==> src/sv/escf_pkg.sv <==
// Shared types and constants for the escaped frame receiver.
// Item structs, result kind codes, register map and reset values.
// No dependencies.
package escf_pkg;

  localparam int ADDR_W = 5;
  localparam int DATA_W = 32;

  localparam logic [2:0] REG_START   = 3'd0;
  localparam logic [2:0] REG_END     = 3'd1;
  localparam logic [2:0] REG_ESCAPE  = 3'd2;
  localparam logic [2:0] REG_MAX_PAY = 3'd3;
  localparam logic [2:0] REG_TIMEOUT = 3'd4;

  localparam logic [7:0]  RST_START   = 8'd2;
  localparam logic [7:0]  RST_END     = 8'd3;
  localparam logic [7:0]  RST_ESCAPE  = 8'd16;
  localparam logic [7:0]  RST_MAX_PAY = 8'd64;
  localparam logic [15:0] RST_TIMEOUT = 16'd100;

  localparam logic [2:0] KIND_BYTE     = 3'd0;
  localparam logic [2:0] KIND_END      = 3'd1;
  localparam logic [2:0] KIND_OVERFLOW = 3'd2;
  localparam logic [2:0] KIND_BADESC   = 3'd3;
  localparam logic [2:0] KIND_TIMEOUT  = 3'd4;

  localparam logic [7:0] ESC_XOR     = 8'h20;
  localparam logic [8:0] CHECK_BYTES = 9'd2;

  typedef struct packed {
    logic       mode;
    logic [7:0] rx_byte;
  } in_item_t;

  typedef struct packed {
    logic [2:0] kind;
    logic [7:0] body_byte;
    logic [8:0] position;
    logic [7:0] response_code;
    logic [7:0] status_code;
    logic [8:0] body_count;
  } out_item_t;

  typedef struct packed {
    logic [7:0]  start_byte;
    logic [7:0]  end_byte;
    logic [7:0]  escape_byte;
    logic [7:0]  max_payload;
    logic [15:0] frame_timeout;
  } cfg_t;

endpackage

==> src/sv/escf_cfg.sv <==
// APB register block for the escaped frame receiver.
// Holds framing bytes, payload limit and timeout; depends on escf_pkg.
module escf_cfg (
  input  logic                          clk,
  input  logic                          rst,
  input  logic                          psel,
  input  logic                          penable,
  input  logic                          pwrite,
  input  logic [escf_pkg::ADDR_W-1:0]   paddr,
  input  logic [escf_pkg::DATA_W-1:0]   pwdata,
  output logic [escf_pkg::DATA_W-1:0]   prdata,
  output logic                          pready,
  output escf_pkg::cfg_t                cfg
);
  import escf_pkg::*;

  logic [2:0] reg_idx;
  logic       wr_en;

  assign reg_idx = paddr[ADDR_W-1:2];
  assign wr_en   = psel && penable && pwrite;
  assign pready  = 1'b1;

  always_ff @(posedge clk) begin
    if (rst) begin
      cfg.start_byte    <= RST_START;
      cfg.end_byte      <= RST_END;
      cfg.escape_byte   <= RST_ESCAPE;
      cfg.max_payload   <= RST_MAX_PAY;
      cfg.frame_timeout <= RST_TIMEOUT;
    end else if (wr_en) begin
      unique case (reg_idx)
        REG_START:   cfg.start_byte    <= pwdata[7:0];
        REG_END:     cfg.end_byte      <= pwdata[7:0];
        REG_ESCAPE:  cfg.escape_byte   <= pwdata[7:0];
        REG_MAX_PAY: cfg.max_payload   <= pwdata[7:0];
        REG_TIMEOUT: cfg.frame_timeout <= pwdata[15:0];
        default: ;
      endcase
    end
  end

  always_comb begin
    unique case (reg_idx)
      REG_START:   prdata = {24'd0, cfg.start_byte};
      REG_END:     prdata = {24'd0, cfg.end_byte};
      REG_ESCAPE:  prdata = {24'd0, cfg.escape_byte};
      REG_MAX_PAY: prdata = {24'd0, cfg.max_payload};
      REG_TIMEOUT: prdata = {16'd0, cfg.frame_timeout};
      default:     prdata = '0;
    endcase
  end

endmodule

==> src/sv/escf_fsm.sv <==
// Deframing state machine: one byte or tick per accepted item.
// Produces at most one result per item; depends on escf_pkg.
module escf_fsm #(
  parameter int TIMER_BITS = 16
) (
  input  logic                clk,
  input  logic                rst,
  input  logic                accept,
  input  escf_pkg::in_item_t  item,
  input  escf_pkg::cfg_t      cfg,
  output logic                res_valid,
  output escf_pkg::out_item_t res
);
  import escf_pkg::*;

  localparam int CMP_W = (TIMER_BITS > 16) ? TIMER_BITS : 16;

  typedef enum logic [2:0] {
    PH_IDLE     = 3'd0,
    PH_RESPONSE = 3'd1,
    PH_STATUS   = 3'd2,
    PH_BODY     = 3'd3,
    PH_ESCAPE   = 3'd4
  } phase_t;

  phase_t                phase, phase_next;
  logic [7:0]            response_reg, response_reg_next;
  logic [7:0]            status_reg, status_reg_next;
  logic [8:0]            body_index, body_index_next;
  logic [TIMER_BITS-1:0] elapsed_ticks, elapsed_ticks_next;

  logic [TIMER_BITS-1:0] ticks_inc;
  logic                  timed_out;
  logic [8:0]            body_limit;
  logic                  full;
  logic                  esc_ok;
  logic                  do_store;
  logic [7:0]            store_val;
  logic [7:0]            b;

  assign b          = item.rx_byte;
  assign ticks_inc  = (elapsed_ticks == {TIMER_BITS{1'b1}}) ? elapsed_ticks
                                                            : elapsed_ticks + 1'b1;
  assign timed_out  = CMP_W'(ticks_inc) > CMP_W'(cfg.frame_timeout);
  assign body_limit = {1'b0, cfg.max_payload} + CHECK_BYTES;
  assign full       = body_index >= body_limit;
  assign esc_ok     = (b == (cfg.escape_byte ^ ESC_XOR)) ||
                      (b == (cfg.start_byte ^ ESC_XOR)) ||
                      (b == (cfg.end_byte ^ ESC_XOR));

  always_comb begin
    phase_next         = phase;
    response_reg_next  = response_reg;
    status_reg_next    = status_reg;
    body_index_next    = body_index;
    elapsed_ticks_next = elapsed_ticks;
    do_store           = 1'b0;
    store_val          = b;
    res_valid          = 1'b0;
    res                = '0;
    res.response_code  = response_reg;
    res.status_code    = status_reg;

    if (accept) begin
      if (item.mode) begin
        if (phase != PH_IDLE) begin
          elapsed_ticks_next = ticks_inc;
          if (timed_out) begin
            phase_next      = PH_IDLE;
            body_index_next = '0;
            res_valid       = 1'b1;
            res.kind        = KIND_TIMEOUT;
          end
        end
      end else begin
        unique case (phase)
          PH_RESPONSE: begin
            response_reg_next = b;
            phase_next        = PH_STATUS;
          end
          PH_STATUS: begin
            status_reg_next = b;
            body_index_next = '0;
            phase_next      = PH_BODY;
          end
          PH_BODY: begin
            if (b == cfg.escape_byte) begin
              phase_next = PH_ESCAPE;
            end else if (b == cfg.end_byte) begin
              phase_next     = PH_IDLE;
              res_valid      = 1'b1;
              res.kind       = KIND_END;
              res.body_count = body_index;
            end else begin
              do_store = 1'b1;
            end
          end
          PH_ESCAPE: begin
            if (esc_ok) begin
              phase_next = PH_BODY;
              do_store   = 1'b1;
              store_val  = b ^ ESC_XOR;
            end else begin
              phase_next = PH_IDLE;
              res_valid  = 1'b1;
              res.kind   = KIND_BADESC;
            end
          end
          default: begin
            // idle: hunt for the start byte
            phase_next = PH_IDLE;
            if (b == cfg.start_byte) begin
              phase_next         = PH_RESPONSE;
              elapsed_ticks_next = '0;
            end
          end
        endcase

        if (do_store) begin
          res_valid = 1'b1;
          if (full) begin
            phase_next = PH_IDLE;
            res.kind   = KIND_OVERFLOW;
          end else begin
            body_index_next = body_index + 1'b1;
            res.kind        = KIND_BYTE;
            res.body_byte   = store_val;
            res.position    = body_index;
          end
        end
      end
    end
  end

  always_ff @(posedge clk) begin
    if (rst) begin
      phase         <= PH_IDLE;
      response_reg  <= '0;
      status_reg    <= '0;
      body_index    <= '0;
      elapsed_ticks <= '0;
    end else begin
      phase         <= phase_next;
      response_reg  <= response_reg_next;
      status_reg    <= status_reg_next;
      body_index    <= body_index_next;
      elapsed_ticks <= elapsed_ticks_next;
    end
  end

  a_idx_bound: assert property (@(posedge clk) disable iff (rst)
    body_index <= 9'd257)
    else $error("body index beyond limit");

  a_abandon_idle: assert property (@(posedge clk) disable iff (rst)
    (res_valid && res.kind != KIND_BYTE) |=> phase == PH_IDLE)
    else $error("frame not closed after end or error");

  a_idle_tick_quiet: assert property (@(posedge clk) disable iff (rst)
    (accept && item.mode && phase == PH_IDLE) |-> !res_valid)
    else $error("result from tick while idle");

  a_timeout_clears: assert property (@(posedge clk) disable iff (rst)
    (res_valid && res.kind == KIND_TIMEOUT) |=> body_index == '0)
    else $error("timeout left body index set");

endmodule

==> src/sv/escf_skid.sv <==
// Two-entry output stage: result register plus skid register.
// Lets the input side keep going while a result waits; depends on escf_pkg.
module escf_skid (
  input  logic                clk,
  input  logic                rst,
  input  logic                push,
  input  escf_pkg::out_item_t push_item,
  output logic                space,
  output logic                result_valid,
  input  logic                result_ready,
  output escf_pkg::out_item_t result
);
  import escf_pkg::*;

  logic      main_valid;
  logic      skid_valid;
  out_item_t main_item;
  out_item_t skid_item;
  logic      pop;

  assign pop          = main_valid && result_ready;
  assign space        = !skid_valid;
  assign result_valid = main_valid;
  assign result       = main_item;

  always_ff @(posedge clk) begin
    if (rst) begin
      main_valid <= 1'b0;
      skid_valid <= 1'b0;
    end else if (skid_valid) begin
      if (pop) begin
        skid_valid <= 1'b0;
      end
    end else if (push) begin
      if (main_valid && !pop) begin
        skid_valid <= 1'b1;
      end else begin
        main_valid <= 1'b1;
      end
    end else if (pop) begin
      main_valid <= 1'b0;
    end
  end

  always_ff @(posedge clk) begin
    if (skid_valid) begin
      if (pop) begin
        main_item <= skid_item;
      end
    end else if (push) begin
      if (main_valid && !pop) begin
        skid_item <= push_item;
      end else begin
        main_item <= push_item;
      end
    end
  end

  a_skid_order: assert property (@(posedge clk) disable iff (rst)
    skid_valid |-> main_valid)
    else $error("skid entry without result entry");

  a_no_push_full: assert property (@(posedge clk) disable iff (rst)
    skid_valid |-> !push)
    else $error("item pushed into full output stage");

endmodule

==> src/sv/escaped_frame_receiver_core.sv <==
// Top level of the escaped frame receiver: register block, deframer, output stage.
// Depends on escf_pkg, escf_cfg, escf_fsm and escf_skid.
//
//  channel   direction  handshake                      payload
//  item      in         item_valid / item_ready        in_item_t (mode, rx_byte)
//  result    out        result_valid / result_ready    out_item_t
//  apb       in/out     psel, penable, pwrite, pready  paddr, pwdata, prdata
//
// One item per cycle while item_ready holds; results are registered before the port.
// The deframer state updates at the accepting edge; results pass through a
// two-entry output stage, so item_ready drops only when both entries are full.
// Reset is synchronous: idle phase, cleared counters, registers at defaults.
module escaped_frame_receiver_core #(
  parameter int TIMER_BITS = 16
) (
  input  logic                         clk,
  input  logic                         rst,
  input  logic                         item_valid,
  output logic                         item_ready,
  input  escf_pkg::in_item_t           item,
  output logic                         result_valid,
  input  logic                         result_ready,
  output escf_pkg::out_item_t          result,
  input  logic                         psel,
  input  logic                         penable,
  input  logic                         pwrite,
  input  logic [escf_pkg::ADDR_W-1:0]  paddr,
  input  logic [escf_pkg::DATA_W-1:0]  pwdata,
  output logic [escf_pkg::DATA_W-1:0]  prdata,
  output logic                         pready
);
  import escf_pkg::*;

  cfg_t      cfg;
  logic      accept;
  logic      res_valid;
  out_item_t res;
  logic      space;

  assign item_ready = space;
  assign accept     = item_valid && space;

  escf_cfg u_cfg (
    .clk     (clk),
    .rst     (rst),
    .psel    (psel),
    .penable (penable),
    .pwrite  (pwrite),
    .paddr   (paddr),
    .pwdata  (pwdata),
    .prdata  (prdata),
    .pready  (pready),
    .cfg     (cfg)
  );

  escf_fsm #(
    .TIMER_BITS (TIMER_BITS)
  ) u_fsm (
    .clk       (clk),
    .rst       (rst),
    .accept    (accept),
    .item      (item),
    .cfg       (cfg),
    .res_valid (res_valid),
    .res       (res)
  );

  escf_skid u_skid (
    .clk          (clk),
    .rst          (rst),
    .push         (res_valid),
    .push_item    (res),
    .space        (space),
    .result_valid (result_valid),
    .result_ready (result_ready),
    .result       (result)
  );

endmodule

==> config.mk <==
export PLATFORM = sky130hd
export DESIGN_NAME = escaped_frame_receiver_core
export DESIGN_NICKNAME = d
export VERILOG_FILES = /design/src/sv/escf_pkg.sv /design/src/sv/escf_cfg.sv /design/src/sv/escf_fsm.sv /design/src/sv/escf_skid.sv /design/src/sv/escaped_frame_receiver_core.sv
export SDC_FILE = /design/constraint.sdc
export NUM_CORES = 1
export LEC_CHECK = 0
export BUFFER_PORTS_ARGS = -buffer_cell sky130_fd_sc_hd__buf_4
export CAP_MARGIN = 20
export CORE_UTILIZATION = 50
export CTS_CLUSTER_SIZE = 16
export DETAILED_ROUTE_END_ITERATION = 10
export PLACE_DENSITY = 0.75
export SYNTH_ARGS = -nofsm -noshare
export SYNTH_HDL_FRONTEND = slang
export SYNTH_SLANG_ARGS = --single-unit
==> constraint.sdc <==
create_clock -name clk -period 8.4 [get_ports clk]
set_input_delay 2.52 -clock clk [delete_from_list [all_inputs] [get_ports clk]]
set_output_delay 2.52 -clock clk [all_outputs]
set_load 0.01 [all_outputs]
### Word level (Yosys, flattened, before mapping)

Cells that the tools add are included.

* output and inout bits: 80
* bits in latches: 0
* logic and storage cells: 150
* bits of input ports: 53
* memories: 0
* RAM bits: 0
* register bits after elaboration: 184
* memory bits (read-only): 0

* magnitude comparators: 2
* div/mod/pow operators: 0
* $mul: 0
* muxes and demuxes: 67
* bitwise operators: 6
* add/subtract/negate cells: 3
* shift operators: 0
* equality and inequality tests: 21
* reduce and logical (&&, ||, !) cells: 27

Operator list (number)
* two-way mux 45 bit: 4
* two-way mux 9 bit: 11
* two-way mux 16 bit: 5
* case mux 16 bit (5 select lines): 1
* equality test 8 bit: 6
* two-way mux 20 bit: 2
* two-way mux 17 bit: 2
* two-way mux 3 bit: 11
* two-way mux 1 bit: 22
* AND reduction 3 bit: 6
* adder 16 x 1 -> 16 bit, second input constant: 1
* equality test 16 bit, second input constant: 1
* > comparator 16 bit: 1
* equality test 3 x 2 -> 1 bit, second input constant: 4
* two-way mux 6 bit: 2
* case mux 3 bit (4 select lines): 1
* AND reduction 2 bit: 5
* adder 8 x 2 -> 9 bit, second input constant: 1
* adder 9 x 1 -> 9 bit, second input constant: 1
* greater-or-equal comparator 9 bit: 1
* inequality test 2 x 1 -> 1 bit, second input constant: 4
* equality test 3 x 1 -> 1 bit, second input constant: 2
* equality test 3 bit, second input constant: 2
* two-way mux 2 bit: 3
* other kinds (12): 27

### Depth between registers and ports, before layout

Gate-level depths: netlist (run 1).

* depth in word-level cells: 14
* mapped depth: 15
* mapped depth without buffers: 14

### Cells and area by module

From an unflattened synthesis (run 1), not the netlist that was laid out.

* cell total of the unflattened synthesis: 881
* area, all modules: 9890.7 µm²

Modules (own cells, without submodules)
* escf_fsm: area an instance 3702.3 µm², seq. area each 880.8 µm², cells each 451, times used 1
* escf_skid: area an instance 3598.5 µm², seq. area each 2742.6 µm², cells each 154, times used 1
* escf_cfg: area an instance 2583.7 µm², seq. area each 960.9 µm², cells each 275, times used 1
* escaped_frame_receiver_core: area an instance 6.3 µm², seq. area each 0.0 µm², cells each 1, times used 1

### Least setup slack after synthesis (run 1)

No wires, ideal clock.

* path kind: reg-to-reg
* start point: register u_fsm.elapsed_ticks[3]
* end point: register u_skid.skid_item[0] (netlist bit), enable pin
* data arrival time: 6622 ps
* path slack: 1275 ps
* library setup time: 503 ps
* clock period less this slack: 7125 ps
* buffers on the path: 1
* stages on the path, launching flop included: 16
* required time: 7897 ps
* path through: dfxtp_1 -> buf_2 -> nand4_1 -> nor4_1 -> nand4_2 -> nand4_1 -> nor4_1 -> xor2_1 -> ha_1 -> nand4_1 -> or4_1 -> a21o_1 -> a31oi_1 -> or2_2 -> nand2_1 -> nor3_1

* cells in the longest elaborated chain, start to end: 8
* elaborated cells on any way between the ends: 9
* classes of those cells: add/sub: 1; order compare: 1; eq/ne: 1; mux: 5; reduce/logical: 1

RTL lines
* from (decl): line escf_fsm.sv:30 `logic [TIMER_BITS-1:0] elapsed_ticks, elapsed_ticks_next;`
* from (signal assigned): line escf_fsm.sv:147 `elapsed_ticks <= elapsed_ticks_next;`
* adder 16 x 1 -> 16 bit / equality test 16 bit (equally long branches): line escf_fsm.sv:43, escf_fsm.sv:42
* two-way mux 16 bit (*): line escf_fsm.sv:42 `assign ticks_inc = (elapsed_ticks == {TIMER_BITS{1'b1}}) ? elapsed_ticks`
* > comparator 16 bit (*): line escf_fsm.sv:44 `assign timed_out = CMP_W'(ticks_inc) > CMP_W'(cfg.frame_timeout);`
* two-way mux 1 bit (*): line escf_fsm.sv:68 `if (timed_out) begin`
* two-way mux 1 bit (*): line escf_fsm.sv:66 `if (phase != PH_IDLE) begin`
* two-way mux 1 bit (*): line escf_fsm.sv:65 `if (item.mode) begin`
* two-way mux 1 bit (*): line escf_fsm.sv:64 `if (accept) begin`
* AND reduction 3 bit (no line) (*)
* to (signal assigned): line escf_skid.sv:52 `skid_item <= push_item;`
* to (decl): line escf_skid.sv:18 `out_item_t skid_item;`

Every way passes the cells marked *; elsewhere a longest branch is shown, timed or not.
A chain may end at the register's enable or synchronous reset.

### Worst setup path in the final report (run 1)

* start point: input port paddr[3] (netlist bit)
* end point: output port prdata[6] (netlist bit)

* cells in the longest elaborated chain, start to end: 2
* elaborated cells on any way between the ends: 6
* classes of those cells: eq/ne: 4; mux: 1; reduce/logical: 1

RTL lines
* from (decl): line escaped_frame_receiver_core.sv:27 `input logic [escf_pkg::ADDR_W-1:0] paddr,`
* equality test 3 bit, or another cell as far along: line escf_cfg.sv:44 `unique case (reg_idx)`
* case mux 16 bit (5 select lines) (*): line escf_cfg.sv:44
* to (decl): line escaped_frame_receiver_core.sv:29 `output logic [escf_pkg::DATA_W-1:0] prdata,`

Marked as above.

==> results of run 1 <==
final cells by class:
class                      instances  area share, %
clock inverter                    13          0.989
multi-input combinational        628           39.9
inverter                          26          0.929
clock buffer                      19           4.53
tap                              225           2.68
sequential                       184           43.7
timing repair buffer             103           7.34
worst paths after layout:
kind                          end  slack [ps]  depth (start not counted)
min          u_skid.skid_item[21]         460                          0
min reg2reg  u_skid.skid_item[21]         460                          0
max reg2reg     u_skid.result[21]        2830                         15
max                     prdata[6]        2060                          5
logic make-up (layout without fill, tap and decap cells):
kind of cell	count (synthesis)	after routing	share of synthesized area, %
mux	75	75	8.52
other cells	2	17	0.0827
simple gates	317	317	17.5
xor+xnor	37	37	3.57
fa+ha+maj	28	28	3.86
buf+inv	84	161	4.37
compound gates	154	154	11.6
flops	184	184	50.5
power by group:
| part | total (µW) | switching [µW] | internal (µW) |
|---|---|---|---|
| sequential | 946 | 3.85 | 942 |
| combinational | 95.3 | 60.1 | 35.2 |
| clock | 782 | 361 | 422 |
cells in the mapped netlist (all sizes together) (2+ instances only):
cell	n	area, µm²
or2	3	18.8
nor4b	3	26.3
nor4bb	2	20.0
inv	26	97.6
or3	2	12.5
nor4	8	56.3
o22ai	9	70.1
edfxtp	90	2700
conb	2	7.51
nor3	13	65.1
a211oi	5	42.5
ha	28	350
a21oi	47	235
nand4	12	81.3
a22o	22	193
nand3	28	140
a311oi	2	17.5
nand2	89	334
clkbuf	31	116
a21o	14	105
or4	3	26.3
mux2	18	203
o211ai	6	45.0
dfxtp	94	1880
a31o	2	17.5
nor3b	6	50.1
xor2	25	219
nand2b	8	50.1
a221oi	3	26.3
buf	27	183
o21ai	22	110
a31oi	4	31.3
xnor2	12	105
mux2i	57	571
o211a	3	30.0
and2	27	169
nor2	80	300
and3	19	124
nor2b	4	25.0
o21a	3	22.5
nand4b	4	35.0
through the flow:
step | std cells | total power [µW] | worst slack [ps] | hold WS (ps) | instance area [µm²]
after global placement | 1164 | 1060 | 2120 | 437 | 9910
after global routing | 1198 | 1870 | 1940 | 478 | 10500
after floorplan | 896 | 1030 | 1270 | 426 | 9140
final | 1198 | 1820 | 2060 | 459 | 10500
after CTS | 1196 | 1830 | 2130 | 460 | 10500
after detailed placement | 1164 | 1060 | 2140 | 441 | 9910
critical path, stage by stage:
cell and delay [ps]:
buf_4 250, nor2b_1 480, a21oi_1 140, o22ai_1 260
buf_4 170
routing by layer:
layer | up-vias | global-route usage [%] | wire length [µm] | share of wire, %
li1 | 3318 | - | - | -
met1 | 3205 | 31.8 | 9530 | 47
met2 | 250 | 35.0 | 9250 | 46
met3 | 20 | 4.74 | 1190 | 5.9
met4 | 0 | 6.30 | 274 | 1.4
met5 | - | 0 | 0 | 0
==> run_results.csv, run 1 <==
group,metric,value,unit
clock_network,clkTransAtPathRegs,70,ps
timing,setup-tns-final,0,ps
floorplan,core-area,17500,µm²
drt,routedWlPerCell,16.9,µm
clock_network,clk_path_buf_depth,2,
logic_synthesis,synth.distinct_cells,71,
clock_network,tritoncts,"yes",
floorplan,start_util,51.8,%
clock_network,clkLatencyLatePin,440,ps
finish,n_antenna_cell,0,
timing,finalCritPeriodShare,75.5,%
clock_network,root_buffer,"clkbuf_16",
grt,grt-ovfl-total,0,
logic_synthesis,syn-cell-area,9080,µm²
finish,final_nets,1041,
logic_synthesis,synth_edf_count,90,
grt,grt_pass1_vias,6190,
floorplan,dieArea,18700,µm²
min_path,hold_path_class,"reg -> reg",
power_and_ir_drop,pwr_density_cell,174,nW/µm²
finish,fill_cells,1514,
timing,clock_skew,12.9,ps
drt,finalWirelength,20200,µm
status,outcome,"complete, no violations",
drt,dr.pass1.iters,5,
timing,fmax,158,MHz
grt,grt_max_degree,74,
clock_network,ctsHoldBuffers,0,
worst_setup_path,cp-end-kind,"output pin",
clock_network,post_cts_buffers,0,
floorplan,io_pins,133,
min_path,worstHoldStart,"u_fsm.response_reg[4]",
logic_synthesis,syn_avg_cell_area,10.3,µm²
drt,drtIter0Drc,479,
floorplan,num_rows,48,
timing,slew_headroom,31.7,%
power_and_ir_drop,peakVddDrop,0.129,mV
logic_synthesis,synthCells,881,
worst_setup_path,cp-start-kind,"primary input",
placed_design,portBuffers,97,
worst_setup_path,path_class,"in -> out",
drt,routed_via_density,5.67,
timing,tightest_slew,1020,ps
timing,drv_slew,0,
placed_design,dp_hpwl,14000,µm
clock_network,numCtsBuffers,17,
grt,grt_pass1_wl,32200,µm
floorplan,die_h,137,µm
run,max-cap-violations,0,
worst_setup_path,startpoint,"paddr[3]",
placed_design,routabilityCongestion,0.882,
power_and_ir_drop,leakagePower,0.00421,µW
floorplan,die_w,137,µm
finish,fin_util,59.9,%
finish,largest_register,"u_cfg.cfg",
drt,postRouteAntennaNets,0,
grt,grt_use_total,22.6,%
clock_network,clock_sinks,184,
finish,most-common-layout-cells,"buf_4, dfxtp_1, edfxtp_1",
worst_setup_path,crit_fanout,22,
finish,multiInputGateArea,4190,µm²
drt,vias,6793,
worst_setup_path,timing.rr.start,"u_fsm.elapsed_ticks[3]",
timing,rsz0062_at_grt,"no",
timing,hold_viol,0,
finish,drive_gt1_share,17.5,%
finish,seqCellArea,4580,µm²
finish,largest_reg_flops,48,
finish,syn2layout_area_growth,15.7,%
clock_network,cts_resized,0,
finish,final_common_cell,"buf_4",
timing,setup_viol,0,
timing,post-route-min-period,6340,ps
clock_network,htreeDepth,4,
logic_synthesis,ys_seq_area_share,50.5,%
drt,drc,0,
worst_setup_path,critPathArrivalTime,3820,ps
worst_setup_path,cp.required,5880,ps
logic_synthesis,yosys_most_used_dff,"dfxtp_1",
logic_synthesis,synth_seq_cells,184,
grt,antenna_found_initial,0,
logic_synthesis,async_reset_ff_share,0,%
logic_synthesis,yosysWarnings,0,
No activity file was read; power rests on OpenSTA's default activity.
==> run 2: changes to the inputs <==
==> constraint.sdc (replaced) <==
create_clock -name clk -period 6.5 [get_ports clk]
set_input_delay 1.95 -clock clk [delete_from_list [all_inputs] [get_ports clk]]
set_output_delay 1.95 -clock clk [all_outputs]
set_load 0.01 [all_outputs]
==> run 2 against run 1 <==
Final cell count rose by 0.17%. Worst hold slack got worse by 1.1 ps. Setup slack got worse by 940 ps. Critical path depth did not move. Via count rose by 1.5%. Critical path type unchanged. Largest cell class unchanged. Highest routed layer unchanged.
==> run_results.csv, run 2 (synthesis results as in run 1) <==
group,metric,value,unit
drt,routedWlPerCell,17.4,µm
finish,fin_area,10500,µm²
placed_design,portBuffers,97,
worst_setup_path,critPathTopFamily,"simple AND/OR/NAND/NOR gates",
floorplan,core-area,17500,µm²
grt,grt_pass1_wl,34000,µm
finish,seqCellArea,4580,µm²
min_path,hold_path_class,"reg -> reg",
worst_setup_path,crit_path_top_delay_cell,"nor2b_1",
clock_network,clkTransAtPathRegs,60,ps
clock_network,clkLatencyLatePin,430,ps
status,outcome,"complete, no violations",
power_and_ir_drop,peakVddDrop,0.192,mV
finish,largest_reg_flops,48,
finish,drive_gt1_share,17.3,%
floorplan,die_w,137,µm
worst_setup_path,crit_buf_inv,2,
clock_network,tritoncts,"yes",
power_and_ir_drop,swShare,22.1,%
worst_setup_path,timing.rr.start,"u_fsm.elapsed_ticks[3]",
timing,setup-tns-final,0,ps
timing,drv_slew,0,
finish,final_nets,1043,
drt,dr.pass1.iters,5,
timing,tightest_slew,956,ps
floorplan,dieArea,18700,µm²
floorplan,num_rows,48,
drt,vias,6898,
grt,grt-ovfl-total,0,
worst_setup_path,crit_fanout,22,
timing,fmax,186,MHz
finish,syn2layout_area_growth,15.8,%
worst_setup_path,cp.required,4550,ps
grt,antenna_found_initial,0,
worst_setup_path,slowest_delay,560,ps
finish,most-common-layout-cells,"buf_4, dfxtp_1, edfxtp_1",
placed_design,dp_hpwl,14200,µm
drt,drtIter0Drc,682,
grt,grt_use_total,23.7,%
timing,setup_viol,0,
drt,postRouteAntennaNets,0,
power_and_ir_drop,clkPwrFrac,42.3,%
finish,final_common_cell,"buf_4",
drt,drc,0,
floorplan,start_util,51.8,%
clock_network,ctsHoldBuffers,0,
grt,grt_pass1_vias,6649,
finish,n_antenna_cell,0,
clock_network,clk_path_buf_depth,2,
clock_network,clock_sinks,184,
power_and_ir_drop,leakagePower,0.00421,µW
min_path,worstHoldStart,"u_fsm.status_reg[5]",
run,max-cap-violations,0,
worst_setup_path,path_class,"in -> out",
clock_network,post_cts_buffers,0,
clock_network,root_buffer,"clkbuf_16",
power_and_ir_drop,intPower,1820,µW
finish,fill_cells,1470,
floorplan,io_pins,133,
worst_setup_path,critPathArrivalTime,3440,ps
drt,routed_via_density,5.75,
clock_network,htreeDepth,4,
clock_network,numCtsBuffers,17,
worst_setup_path,cp-end-kind,"output pin",
placed_design,dpl_cell_area,9940,µm²
worst_setup_path,path_common_cell,"buf_4",
timing,clock_skew,19.0,ps
drt,finalWirelength,20800,µm
timing,post-route-min-period,5390,ps
clock_network,cts_resized,0,
finish,largest_register,"u_cfg.cfg",
floorplan,die_h,137,µm
worst_setup_path,path_cells,"buf_4, nor2b_1, a21oi_1, o22ai_1, buf_4",
finish,multiInputGateArea,4200,µm²
placed_design,place_ws,1230,ps
power_and_ir_drop,p_comb_share,5.4,%
worst_setup_path,r2r_slack,1310,ps
timing,hold_slack,458,ps
worst_setup_path,cp-start-kind,"primary input",
power_and_ir_drop,switching_power,517,µW
timing,slew_headroom,36.1,%
timing,setup_slack,1110,ps
timing,finalCritPeriodShare,82.9,%
timing,hold_viol,0,
worst_setup_path,startpoint,"paddr[3]",
grt,grt_max_degree,74,
power_and_ir_drop,seqPwrFrac,52.3,%
placed_design,routabilityCongestion,0.891,
power_and_ir_drop,pwr_density_cell,223,nW/µm²
timing,rsz0062_at_grt,"no",
run 2: changes by cell type in the layout (fill, tap and decap cells not counted), sizes merged:
cell      before  now
clkinv         3    5
buf          102  104
clkinvlp       1    3
clkbuf        20   22
bufinv         0    1
inv           35   28
run 2: routing by layer:
| layer | part of all wire (%) | global-route usage (%) | up-vias |
|---|---|---|---|
| met3 | 5.7 | 4.07 | 23 |
| met2 | 48 | 38.7 | 251 |
| met4 | 1.6 | 8.21 | 0 |
| met5 | 0 | 0 | - |
| met1 | 45 | 31.6 | 3297 |
| li1 | - | - | 3327 |
run 2: worst register-to-register path, cell delays in order (launching register included):
cell	delay, ps
dfxtp_1	460
nand4_1	200
nor4_1	630
nand4_2	340
nand4_1	330
nor4_1	140
xor2_1	180
ha_1	340
nand4_1	120
or4_1	540
a21o_1	190
a31oi_1	170
buf_4	180
or2_2	160
nand2_1	160
nor3_4	140
buf_4	510
run 2: metrics by stage:
stage	utilization, %	cells	total power (µW)
2_1_floorplan	-	896	1330
3_3_place_gp	56.6	1166	1370
3_5_place_dp	56.7	1167	1370
4_1_cts	59.9	1199	2350
5_1_grt	59.9	1200	2410
6_report	59.9	1200	2340
run 2: final timing paths:
path / cells after the start / to
max: 5 / prdata[5]
min: 0 / u_skid.skid_item[14]
max reg2reg: 16 / u_skid.skid_item[37]
min reg2reg: 0 / u_skid.skid_item[14]
run 2: layout make-up:
class                   count  share of cell area, %
clock buffers              21                   4.49
clock inverters            11                  0.905
inverters                  26                  0.928
multi-input cells         628                   39.9
flip-flops and latches    184                   43.6
well taps                 225                   2.68
repair buffers            105                   7.48
run 2: power by group through the flow:
stage | combinational, µW | sequential (µW) | clock, µW
floorplan | 73.3 | 1250 | 0
finish | 127 | 1220 | 990
CTS | 126 | 1220 | 1010
global route | 137 | 1220 | 1050
detailed placement | 125 | 1250 | 0
global placement | 124 | 1250 | 0
